--- src/rtl/core/cmt_pkg.sv ---
// ----------------------------------------------------------------------------
// cmt_pkg
// shared types and constants of the cluster membership table
// ----------------------------------------------------------------------------
package cmt_pkg;

    localparam int MAX_VERTICES = 256;
    localparam int IDX_W        = 8;
    localparam int CNT_W        = 9;

    localparam logic [CNT_W-1:0] MEMBERS_MAX  = 9'd511;
    localparam logic [CNT_W-1:0] TABLE_LIMIT  = 9'd256;
    localparam logic [CNT_W-1:0] NV_RESET     = 9'd256;

    localparam logic [1:0] OP_NEW    = 2'd0;
    localparam logic [1:0] OP_ADD    = 2'd1;
    localparam logic [1:0] OP_REMOVE = 2'd2;
    localparam logic [1:0] OP_UNUSED = 2'd3;

    localparam logic [1:0] STATUS_OK    = 2'd0;
    localparam logic [1:0] STATUS_RANGE = 2'd1;
    localparam logic [1:0] STATUS_FULL  = 2'd2;

    typedef struct packed {
        logic clear;
        logic load;
    } trk_ctl_t;

endpackage

--- src/rtl/core/cluster_membership_table_unit.sv ---
// ----------------------------------------------------------------------------
// cluster_membership_table_unit
// partition of vertices into densely numbered clusters with member counts
// ----------------------------------------------------------------------------
// an operation (op, vertex, cluster) is taken on a cycle with start high and
// busy low; busy stays high while it is worked on. its one result appears on
// status, cluster_index, cluster_count, biggest_cluster and biggest_size for
// exactly one cycle with result_valid high; the receiver cannot hold it off.
// the num_vertices register is written over cfg_valid/cfg_ready; the user
// must write it only while idle, which the block does not enforce. all work
// goes through one read/compare/update path sweeping the two tables, one
// entry per cycle through their registered-read memory ports:
//   rejected op, new cluster         : final scan of the counts
//   add, remove without deletion     : count update, then final scan
//   remove that deletes cluster K    : update, shift of the counts above K,
//                                      label renumbering, final scan
// the label renumbering sweep runs over all vertices.
// busy drops in the cycle that shows the result, so the next op can be
// taken at the end of that cycle.
// reset empties the table: no clusters, all vertices unassigned, and
// num_vertices back to 256.
// ----------------------------------------------------------------------------
module cluster_membership_table_unit (
    input  logic                        clk,
    input  logic                        rst_n,
    input  logic                        start,
    output logic                        busy,
    input  logic [1:0]                  op,
    input  logic [cmt_pkg::IDX_W-1:0]   vertex,
    input  logic [cmt_pkg::IDX_W-1:0]   cluster,
    input  logic                        cfg_valid,
    output logic                        cfg_ready,
    input  logic [cmt_pkg::CNT_W-1:0]   num_vertices,
    output logic                        result_valid,
    output logic [1:0]                  status,
    output logic [cmt_pkg::IDX_W-1:0]   cluster_index,
    output logic [cmt_pkg::CNT_W-1:0]   cluster_count,
    output logic [cmt_pkg::IDX_W-1:0]   biggest_cluster,
    output logic [cmt_pkg::CNT_W-1:0]   biggest_size
);

    typedef enum logic [2:0] {
        S_IDLE,
        S_UPDATE,
        S_SHIFT,
        S_RENUM,
        S_SCAN
    } state_t;

    state_t                    state_reg;
    logic [1:0]                op_reg;
    logic [cmt_pkg::IDX_W-1:0] cluster_reg;
    logic [cmt_pkg::CNT_W-1:0] live_reg;
    logic [cmt_pkg::CNT_W-1:0] idx_reg;
    logic                      pend_reg;
    logic [cmt_pkg::IDX_W-1:0] pend_addr_reg;
    logic [1:0]                status_reg;
    logic [cmt_pkg::IDX_W-1:0] cidx_reg;
    logic [cmt_pkg::CNT_W-1:0] nv_reg;
    logic [cmt_pkg::MAX_VERTICES-1:0] assigned_reg;
    logic                      strobe_reg;
    logic [1:0]                out_status_reg;
    logic [cmt_pkg::IDX_W-1:0] out_cidx_reg;
    logic [cmt_pkg::CNT_W-1:0] out_count_reg;
    logic [cmt_pkg::IDX_W-1:0] out_best_reg;
    logic [cmt_pkg::CNT_W-1:0] out_size_reg;

    logic [cmt_pkg::CNT_W-1:0] n_eff;
    logic                      accept;
    logic                      in_bad;
    logic                      full;
    logic                      k_bad;
    logic                      idx_lt_live;
    logic                      idx_lt_max;

    logic                      mem_wr_en;
    logic [cmt_pkg::IDX_W-1:0] mem_wr_addr;
    logic [cmt_pkg::CNT_W-1:0] mem_wr_data;
    logic                      mem_rd_en;
    logic [cmt_pkg::IDX_W-1:0] mem_rd_addr;
    logic [cmt_pkg::CNT_W-1:0] mem_rd_data;

    logic                      lab_wr_en;
    logic [cmt_pkg::IDX_W-1:0] lab_wr_addr;
    logic [cmt_pkg::IDX_W-1:0] lab_wr_data;
    logic                      lab_rd_en;
    logic [cmt_pkg::IDX_W-1:0] lab_rd_addr;
    logic [cmt_pkg::IDX_W-1:0] lab_rd_data;

    cmt_pkg::trk_ctl_t         trk_ctl;
    logic [cmt_pkg::IDX_W-1:0] trk_best;
    logic [cmt_pkg::CNT_W-1:0] trk_size;

    assign busy      = (state_reg != S_IDLE);
    assign cfg_ready = 1'b1;
    assign accept    = start && !busy;

    assign n_eff       = (nv_reg > cmt_pkg::TABLE_LIMIT) ? cmt_pkg::TABLE_LIMIT : nv_reg;
    assign in_bad      = (op == cmt_pkg::OP_UNUSED) || ({1'b0, vertex} >= n_eff);
    assign full        = (live_reg == cmt_pkg::TABLE_LIMIT);
    assign k_bad       = ({1'b0, cluster} >= live_reg);
    assign idx_lt_live = (idx_reg < live_reg);
    assign idx_lt_max  = (idx_reg < cmt_pkg::TABLE_LIMIT);

    // member count memory port
    always_comb
    begin
        mem_wr_en   = 1'b0;
        mem_wr_addr = '0;
        mem_wr_data = '0;
        mem_rd_en   = 1'b0;
        mem_rd_addr = '0;
        unique case (state_reg)
            S_IDLE:
            begin
                if (accept && !in_bad)
                begin
                    if (op == cmt_pkg::OP_NEW)
                    begin
                        mem_wr_en   = !full;
                        mem_wr_addr = live_reg[cmt_pkg::IDX_W-1:0];
                        mem_wr_data = 9'd1;
                    end
                    else
                    begin
                        mem_rd_en   = !k_bad;
                        mem_rd_addr = cluster;
                    end
                end
            end
            S_UPDATE:
            begin
                mem_wr_addr = cluster_reg;
                if (op_reg == cmt_pkg::OP_ADD)
                begin
                    mem_wr_en   = 1'b1;
                    mem_wr_data = (mem_rd_data < cmt_pkg::MEMBERS_MAX)
                                  ? mem_rd_data + 9'd1 : mem_rd_data;
                end
                else
                begin
                    mem_wr_en   = (mem_rd_data > 9'd1);
                    mem_wr_data = mem_rd_data - 9'd1;
                end
            end
            S_SHIFT:
            begin
                mem_rd_en   = idx_lt_live;
                mem_rd_addr = idx_reg[cmt_pkg::IDX_W-1:0];
                mem_wr_en   = pend_reg;
                mem_wr_addr = pend_addr_reg - 8'd1;
                mem_wr_data = mem_rd_data;
            end
            S_SCAN:
            begin
                mem_rd_en   = idx_lt_live;
                mem_rd_addr = idx_reg[cmt_pkg::IDX_W-1:0];
            end
            S_RENUM:
            begin
                mem_rd_en = 1'b0;
            end
            default:
            begin
                mem_rd_en = 1'b0;
            end
        endcase
    end

    // vertex label memory port
    always_comb
    begin
        lab_wr_en   = 1'b0;
        lab_wr_addr = vertex;
        lab_wr_data = '0;
        lab_rd_en   = 1'b0;
        lab_rd_addr = idx_reg[cmt_pkg::IDX_W-1:0];
        if (state_reg == S_IDLE)
        begin
            if (accept && !in_bad && op == cmt_pkg::OP_NEW)
            begin
                lab_wr_en   = !full;
                lab_wr_data = live_reg[cmt_pkg::IDX_W-1:0];
            end
            else if (accept && !in_bad && op == cmt_pkg::OP_ADD)
            begin
                lab_wr_en   = !k_bad;
                lab_wr_data = cluster;
            end
        end
        else if (state_reg == S_RENUM)
        begin
            lab_rd_en   = idx_lt_max;
            lab_wr_addr = pend_addr_reg;
            lab_wr_data = lab_rd_data - 8'd1;
            lab_wr_en   = pend_reg && assigned_reg[pend_addr_reg]
                          && (lab_rd_data > cluster_reg);
        end
    end

    assign trk_ctl.clear = accept;
    assign trk_ctl.load  = (state_reg == S_SCAN) && pend_reg;

    cmt_ram #(
        .WIDTH (cmt_pkg::CNT_W),
        .DEPTH (cmt_pkg::MAX_VERTICES)
    ) u_members (
        .clk     (clk),
        .wr_en   (mem_wr_en),
        .wr_addr (mem_wr_addr),
        .wr_data (mem_wr_data),
        .rd_en   (mem_rd_en),
        .rd_addr (mem_rd_addr),
        .rd_data (mem_rd_data)
    );

    cmt_ram #(
        .WIDTH (cmt_pkg::IDX_W),
        .DEPTH (cmt_pkg::MAX_VERTICES)
    ) u_labels (
        .clk     (clk),
        .wr_en   (lab_wr_en),
        .wr_addr (lab_wr_addr),
        .wr_data (lab_wr_data),
        .rd_en   (lab_rd_en),
        .rd_addr (lab_rd_addr),
        .rd_data (lab_rd_data)
    );

    cmt_best_tracker u_tracker (
        .clk       (clk),
        .rst_n     (rst_n),
        .ctl       (trk_ctl),
        .idx       (pend_addr_reg),
        .size      (mem_rd_data),
        .best      (trk_best),
        .best_size (trk_size)
    );

    always_ff @(posedge clk or negedge rst_n)
    begin
        if (!rst_n)
        begin
            state_reg      <= S_IDLE;
            op_reg         <= cmt_pkg::OP_NEW;
            cluster_reg    <= '0;
            live_reg       <= '0;
            idx_reg        <= '0;
            pend_reg       <= 1'b0;
            pend_addr_reg  <= '0;
            status_reg     <= cmt_pkg::STATUS_OK;
            cidx_reg       <= '0;
            nv_reg         <= cmt_pkg::NV_RESET;
            assigned_reg   <= '0;
            strobe_reg     <= 1'b0;
            out_status_reg <= cmt_pkg::STATUS_OK;
            out_cidx_reg   <= '0;
            out_count_reg  <= '0;
            out_best_reg   <= '0;
            out_size_reg   <= '0;
        end
        else
        begin
            strobe_reg <= 1'b0;
            if (cfg_valid && cfg_ready)
            begin
                nv_reg <= num_vertices;
            end
            unique case (state_reg)
                S_IDLE:
                begin
                    if (accept)
                    begin
                        op_reg      <= op;
                        cluster_reg <= cluster;
                        pend_reg    <= 1'b0;
                        idx_reg     <= '0;
                        cidx_reg    <= '0;
                        status_reg  <= cmt_pkg::STATUS_OK;
                        state_reg   <= S_SCAN;
                        priority if (in_bad)
                        begin
                            status_reg <= cmt_pkg::STATUS_RANGE;
                        end
                        else if (op == cmt_pkg::OP_NEW)
                        begin
                            if (full)
                            begin
                                status_reg <= cmt_pkg::STATUS_FULL;
                            end
                            else
                            begin
                                cidx_reg             <= live_reg[cmt_pkg::IDX_W-1:0];
                                live_reg             <= live_reg + 9'd1;
                                assigned_reg[vertex] <= 1'b1;
                            end
                        end
                        else if (k_bad)
                        begin
                            status_reg <= cmt_pkg::STATUS_RANGE;
                        end
                        else if (op == cmt_pkg::OP_ADD)
                        begin
                            cidx_reg             <= cluster;
                            assigned_reg[vertex] <= 1'b1;
                            state_reg            <= S_UPDATE;
                        end
                        else
                        begin
                            assigned_reg[vertex] <= 1'b0;
                            state_reg            <= S_UPDATE;
                        end
                    end
                end
                S_UPDATE:
                begin
                    if (op_reg == cmt_pkg::OP_REMOVE && mem_rd_data <= 9'd1)
                    begin
                        idx_reg   <= {1'b0, cluster_reg} + 9'd1;
                        state_reg <= S_SHIFT;
                    end
                    else
                    begin
                        idx_reg   <= '0;
                        state_reg <= S_SCAN;
                    end
                end
                S_SHIFT:
                begin
                    pend_reg      <= idx_lt_live;
                    pend_addr_reg <= idx_reg[cmt_pkg::IDX_W-1:0];
                    if (idx_lt_live)
                    begin
                        idx_reg <= idx_reg + 9'd1;
                    end
                    else if (!pend_reg)
                    begin
                        live_reg  <= live_reg - 9'd1;
                        idx_reg   <= '0;
                        state_reg <= S_RENUM;
                    end
                end
                S_RENUM:
                begin
                    pend_reg      <= idx_lt_max;
                    pend_addr_reg <= idx_reg[cmt_pkg::IDX_W-1:0];
                    if (idx_lt_max)
                    begin
                        idx_reg <= idx_reg + 9'd1;
                    end
                    else if (!pend_reg)
                    begin
                        idx_reg   <= '0;
                        state_reg <= S_SCAN;
                    end
                end
                S_SCAN:
                begin
                    pend_reg      <= idx_lt_live;
                    pend_addr_reg <= idx_reg[cmt_pkg::IDX_W-1:0];
                    if (idx_lt_live)
                    begin
                        idx_reg <= idx_reg + 9'd1;
                    end
                    else if (!pend_reg)
                    begin
                        strobe_reg     <= 1'b1;
                        out_status_reg <= status_reg;
                        out_cidx_reg   <= cidx_reg;
                        out_count_reg  <= live_reg;
                        out_best_reg   <= trk_best;
                        out_size_reg   <= trk_size;
                        state_reg      <= S_IDLE;
                    end
                end
                default:
                begin
                    state_reg <= S_IDLE;
                end
            endcase
        end
    end

    assign result_valid    = strobe_reg;
    assign status          = out_status_reg;
    assign cluster_index   = out_cidx_reg;
    assign cluster_count   = out_count_reg;
    assign biggest_cluster = out_best_reg;
    assign biggest_size    = out_size_reg;

endmodule

--- src/rtl/core/cmt_ram.sv ---
// ----------------------------------------------------------------------------
// cmt_ram
// generic single write port, single read port ram with registered read
// ----------------------------------------------------------------------------
module cmt_ram #(
    parameter int WIDTH = 9,
    parameter int DEPTH = 256,
    localparam int AW = $clog2(DEPTH)
) (
    input  logic             clk,
    input  logic             wr_en,
    input  logic [AW-1:0]    wr_addr,
    input  logic [WIDTH-1:0] wr_data,
    input  logic             rd_en,
    input  logic [AW-1:0]    rd_addr,
    output logic [WIDTH-1:0] rd_data
);

    logic [WIDTH-1:0] mem_reg [DEPTH];
    logic [WIDTH-1:0] rd_data_reg;

    always_ff @(posedge clk)
    begin
        if (wr_en)
        begin
            mem_reg[wr_addr] <= wr_data;
        end
        if (rd_en)
        begin
            rd_data_reg <= mem_reg[rd_addr];
        end
    end

    assign rd_data = rd_data_reg;

endmodule

--- src/rtl/core/cmt_best_tracker.sv ---
// ----------------------------------------------------------------------------
// cmt_best_tracker
// running compare that keeps the lowest-index largest cluster of a scan
// ----------------------------------------------------------------------------
module cmt_best_tracker (
    input  logic                        clk,
    input  logic                        rst_n,
    input  cmt_pkg::trk_ctl_t           ctl,
    input  logic [cmt_pkg::IDX_W-1:0]   idx,
    input  logic [cmt_pkg::CNT_W-1:0]   size,
    output logic [cmt_pkg::IDX_W-1:0]   best,
    output logic [cmt_pkg::CNT_W-1:0]   best_size
);

    logic [cmt_pkg::IDX_W-1:0] best_reg;
    logic [cmt_pkg::CNT_W-1:0] best_size_reg;

    always_ff @(posedge clk or negedge rst_n)
    begin
        if (!rst_n)
        begin
            best_reg      <= '0;
            best_size_reg <= '0;
        end
        else if (ctl.clear)
        begin
            best_reg      <= '0;
            best_size_reg <= '0;
        end
        else if (ctl.load && (idx == '0 || size > best_size_reg))
        begin
            best_reg      <= idx;
            best_size_reg <= size;
        end
    end

    assign best      = best_reg;
    assign best_size = best_size_reg;

endmodule

--- config.mk ---
export PLATFORM = sky130hd
export DESIGN_NAME = cluster_membership_table_unit
export DESIGN_NICKNAME = d
export VERILOG_FILES = /design/src/rtl/core/cmt_pkg.sv /design/src/rtl/core/cluster_membership_table_unit.sv /design/src/rtl/core/cmt_ram.sv /design/src/rtl/core/cmt_best_tracker.sv
export SDC_FILE = /design/constraint.sdc
export NUM_CORES = 2
export LEC_CHECK = 0
export ABC_CLOCK_PERIOD_IN_PS = 32100
export BUFFER_PORTS_ARGS = -buffer_cell sky130_fd_sc_hd__buf_2
export CAP_MARGIN = 30
export CORE_ASPECT_RATIO = 1.25
export CORE_MARGIN = 8
export CORE_UTILIZATION = 30
export CTS_BUF_LIST = sky130_fd_sc_hd__clkbuf_2
export DETAILED_ROUTE_END_ITERATION = 12
export PLACE_DENSITY = 0.49
export SYNTH_ARGS = -nofsm -noshare
export SYNTH_HDL_FRONTEND = slang
export SYNTH_SLANG_ARGS = --single-unit
--- constraint.sdc ---
create_clock -name clk -period 32.1 [get_ports clk]
set_input_delay 4.815 -clock clk [delete_from_list [all_inputs] [get_ports clk]]
set_output_delay 4.815 -clock clk [all_outputs]
set_load 0.02 [all_outputs]
==> flow_summary.toml <==
[status]
status = "completed"

[routing]
wl_per_cell_um = 25.7
drcViolationCount = 0
drt_first_pass_iters = 7
viasPerCell = 5.15
first_iter_violations = 5336
ant_nets = 0
wl_um = 310000
num_vias = 62100

[die]
initial_core_util_pct = 30.1
rows = 234
core_um2 = 324000
io_pins = 70
dieArea_um2 = 344000
die_h_um = 654
die_w_um = 526

[synth]
seq_area_frac_synth_pct = 74.0
syn_avg_cell_area_um2 = 14.1
yosys_warnings = 0
synth.distinct_cells = 83
yosys-top-cells-area = "edfxtp_1, nand2_1, mux2i_1, dfrtp_1, a21oi_1"
synth_ff_type = "edfxtp_1"
synth_seq_cells = 2426
async_flop_share_pct = 4.66
synthesis.nets = 6995
netlist_area_um2 = 97600
syn-instance-count = 6916
synth_top_area_share_pct = 71.1
yosysTopAreaCell = "edfxtp_1"
synth_edf_count = 2313

[critical_path]
crit_required_ns = 33.46
cp_data_arrival_time_ns = 11.45
crit_start = "vertex[7]"
endpoint_kind = "register"
crit_cells = 17
cp_slowest_stage_delay_ns = 0.77
cp_max_fo = 135
cp_slowest_cell = "buf_4"
crit_chain = "buf_2 -> ha_1 -> and3b_1 -> and4_1 -> a32oi_2 -> a21oi_4 -> buf_12 -> buf_4 -> buf_12 -> buf_12 -> buf_4 -> mux2i_1 -> o22ai_1 -> a22oi_1 -> a41oi_1 -> a2111oi_0 -> or4b_1"
cpMostUsedCell = "buf_12"
critPathLaunchType = "primary input"
critical_path.top_delay_family = "buffers and inverters"
r2r_cells = 17
path_buf_inv = 6
worstReg2RegStart = "nv_reg[8]"
critPathKind = "in -> reg"

[clocking]
h-tree-depth = 6
clockBufferDepth = 4
post-cts-setup-buffers = 0
clock_latency_ns = 1.79
cts_buffers = 585
cts_resized = 0
cts_hold_buf = 0
cts_tree = "done"
clock-sinks = 2426
path_clk_slew_ns = 0.10
cts-root-buf = "clkbuf_2"

[power]
peakVddDrop_mv = 0.0552
power.density_nw_per_um2 = 70.9
p_leak_uw = 0.0389

[placed_design]
portBuffers = 68
place_congestion = 0.848
dpl-instance-area_um2 = 104000
hpwl_um = 190000

[grt]
grt_pass1_vias = 61400
grt_overflow = 0
grt.busiest_layer = "met2"
grtUsageMet2_pct = 29.6
grt_use_met3_pct = 2.89
grt_pass1_wl_um = 441000
grt_max_degree = 179
grtUsageTotal_pct = 17.2
use_met1_pct = 21.5
antenna_found_initial = 16

[finish]
stdcell_area_um2 = 109000
syn2layout_area_growth_pct = 12.1
nets = 7485
drive_above_1_share_pct = 17.0
largest_register_ffs = 2304

[sta]
finalClockSkew_ns = 0.244
setup_viol = 0
rsz0062_at_grt = "false"
slew_violations = 0
tightest_slew_ns = 1.39
fin_crit_ns = 10.08
tns_ns = 0
relSlewSlack_pct = 7.02
max_freq_mhz = 99.2
hold_ws_ns = 0.495
finalHoldViolations = 0
period_share_pct = 31.4

[job]
cap_viol_max_count = 0

[min_path]
min-delay-start = "pend_addr_reg[3]"
hold_depth = 2
hold_path_class = "reg -> reg"
[Yosys cell counts, drive strengths merged (19+ instances only)]
| library cell | number |
|---|---|
| nand3 | 201 |
| o21ai | 142 |
| a22oi | 102 |
| a221oi | 40 |
| a31oi | 155 |
| buf | 243 |
| clkbuf | 184 |
| nor3 | 29 |
| nand2 | 1346 |
| edfxtp | 2313 |
| o22ai | 197 |
| a21oi | 462 |
| a2111oi | 19 |
| ha | 47 |
| inv | 51 |
| nor4 | 30 |
| and2 | 20 |
| o2bb2ai | 20 |
| nand4 | 53 |
| nor2 | 328 |
| a32oi | 27 |
| mux2i | 473 |
| dfrtp | 112 |
| mux2 | 70 |
| a221o | 21 |
[cells in the final DEF (no fill, tap or decap), types with 14 or more instances in the layout]
cell type	instances
nor4_1	24
nor2b_1	16
mux2_2	68
nand2b_1	15
clkinv_2	17
a31oi_1	153
a211oi_1	17
nor2_1	324
nand4_1	53
a41oi_1	17
edfxtp_1	2313
nand3_1	198
and2_1	20
a32oi_1	26
a22o_1	14
nand2_1	1340
clkinv_1	112
buf_4	200
dfrtp_1	112
buf_12	16
a22oi_1	102
buf_2	70
nor3_1	28
clkbuf_2	805
o22ai_1	190
a221oi_1	40
o21ai_0	128
ha_1	47
inv_1	51
a221o_1	20
buf_6	26
mux2i_1	473
a21oi_1	459
bufinv_16	19
a2111oi_0	18
o2bb2ai_1	20
[worst paths after layout]
kind,end,slack [ns]
max,u_members.rd_data[7],22.02
min,pend_addr_reg[3],0.50
max reg2reg,u_members.rd_data[7],24.60
min reg2reg,pend_addr_reg[3],0.50
max in group asynchronous,nv_reg[1],27.64
min in group asynchronous,idx_reg[7],3.11
[layout make-up]
class / instances / area, um^2
timing repair buffer: 330 / 2780
multi-input combinational: 4012 / 23500
sequential: 2426 / 72300
tap: 4248 / 5320
inverter: 51 / 191
fill: 31900 / 215000
clock buffer: 805 / 4030
clock inverter: 179 / 1270
antenna: 13 / 32.5
[metal layers]
metal / routed length [um] / vias up
met2: 153000 / 2485
li1: - / 27500
met5: 39 / -
met1: 124000 / 31500
met3: 19800 / 597
met4: 13300 / 4
[logic make-up (layout without fill, tap and decap cells)]
group / Yosys count / count (layout) / share of synthesized area (%)
flip-flops: 2426 / 2426 / 74.0
buffers and inverters: 478 / 1365 / 2.22
adder cells (fa/ha/maj): 48 / 48 / 0.623
XOR/XNOR: 21 / 21 / 0.188
multiplexers: 543 / 543 / 5.66
other: 1 / 14 / 0.00384
AO/OA/AOI/OAI: 1317 / 1317 / 8.45
AND/OR/NAND/NOR: 2082 / 2082 / 8.83
[stage by stage]
stage / util (%) / setup slack (ns) / std cells / power, uW
2_1_floorplan: - / 18.24 / 6916 / 5110
4_1_cts: 33.7 / 22.34 / 12000 / 7840
5_1_grt: 33.7 / 21.91 / 12100 / 8120
3_5_place_dp: 32.0 / 20.49 / 11100 / 5760
3_3_place_gp: 31.7 / 20.56 / 11000 / 5720
6_report: 33.7 / 22.02 / 12100 / 7760
[tightest hold or removal path, cell delays in order, from the launching register on]
cell	delay (ns)
dfrtp_1	0.36
nand2_1	0.05
o21ai_0	0.06
[where the power goes]
part	leakage, uW	switching, uW	internal [uW]	total (uW)
Clock	0.00395	1250	829	2080
Combinational	0.0120	1380	564	1950
Sequential	0.0230	76.3	3660	3740
Total	0.0389	2710	5060	7760
No activity file was read; power rests on OpenSTA's default activity.
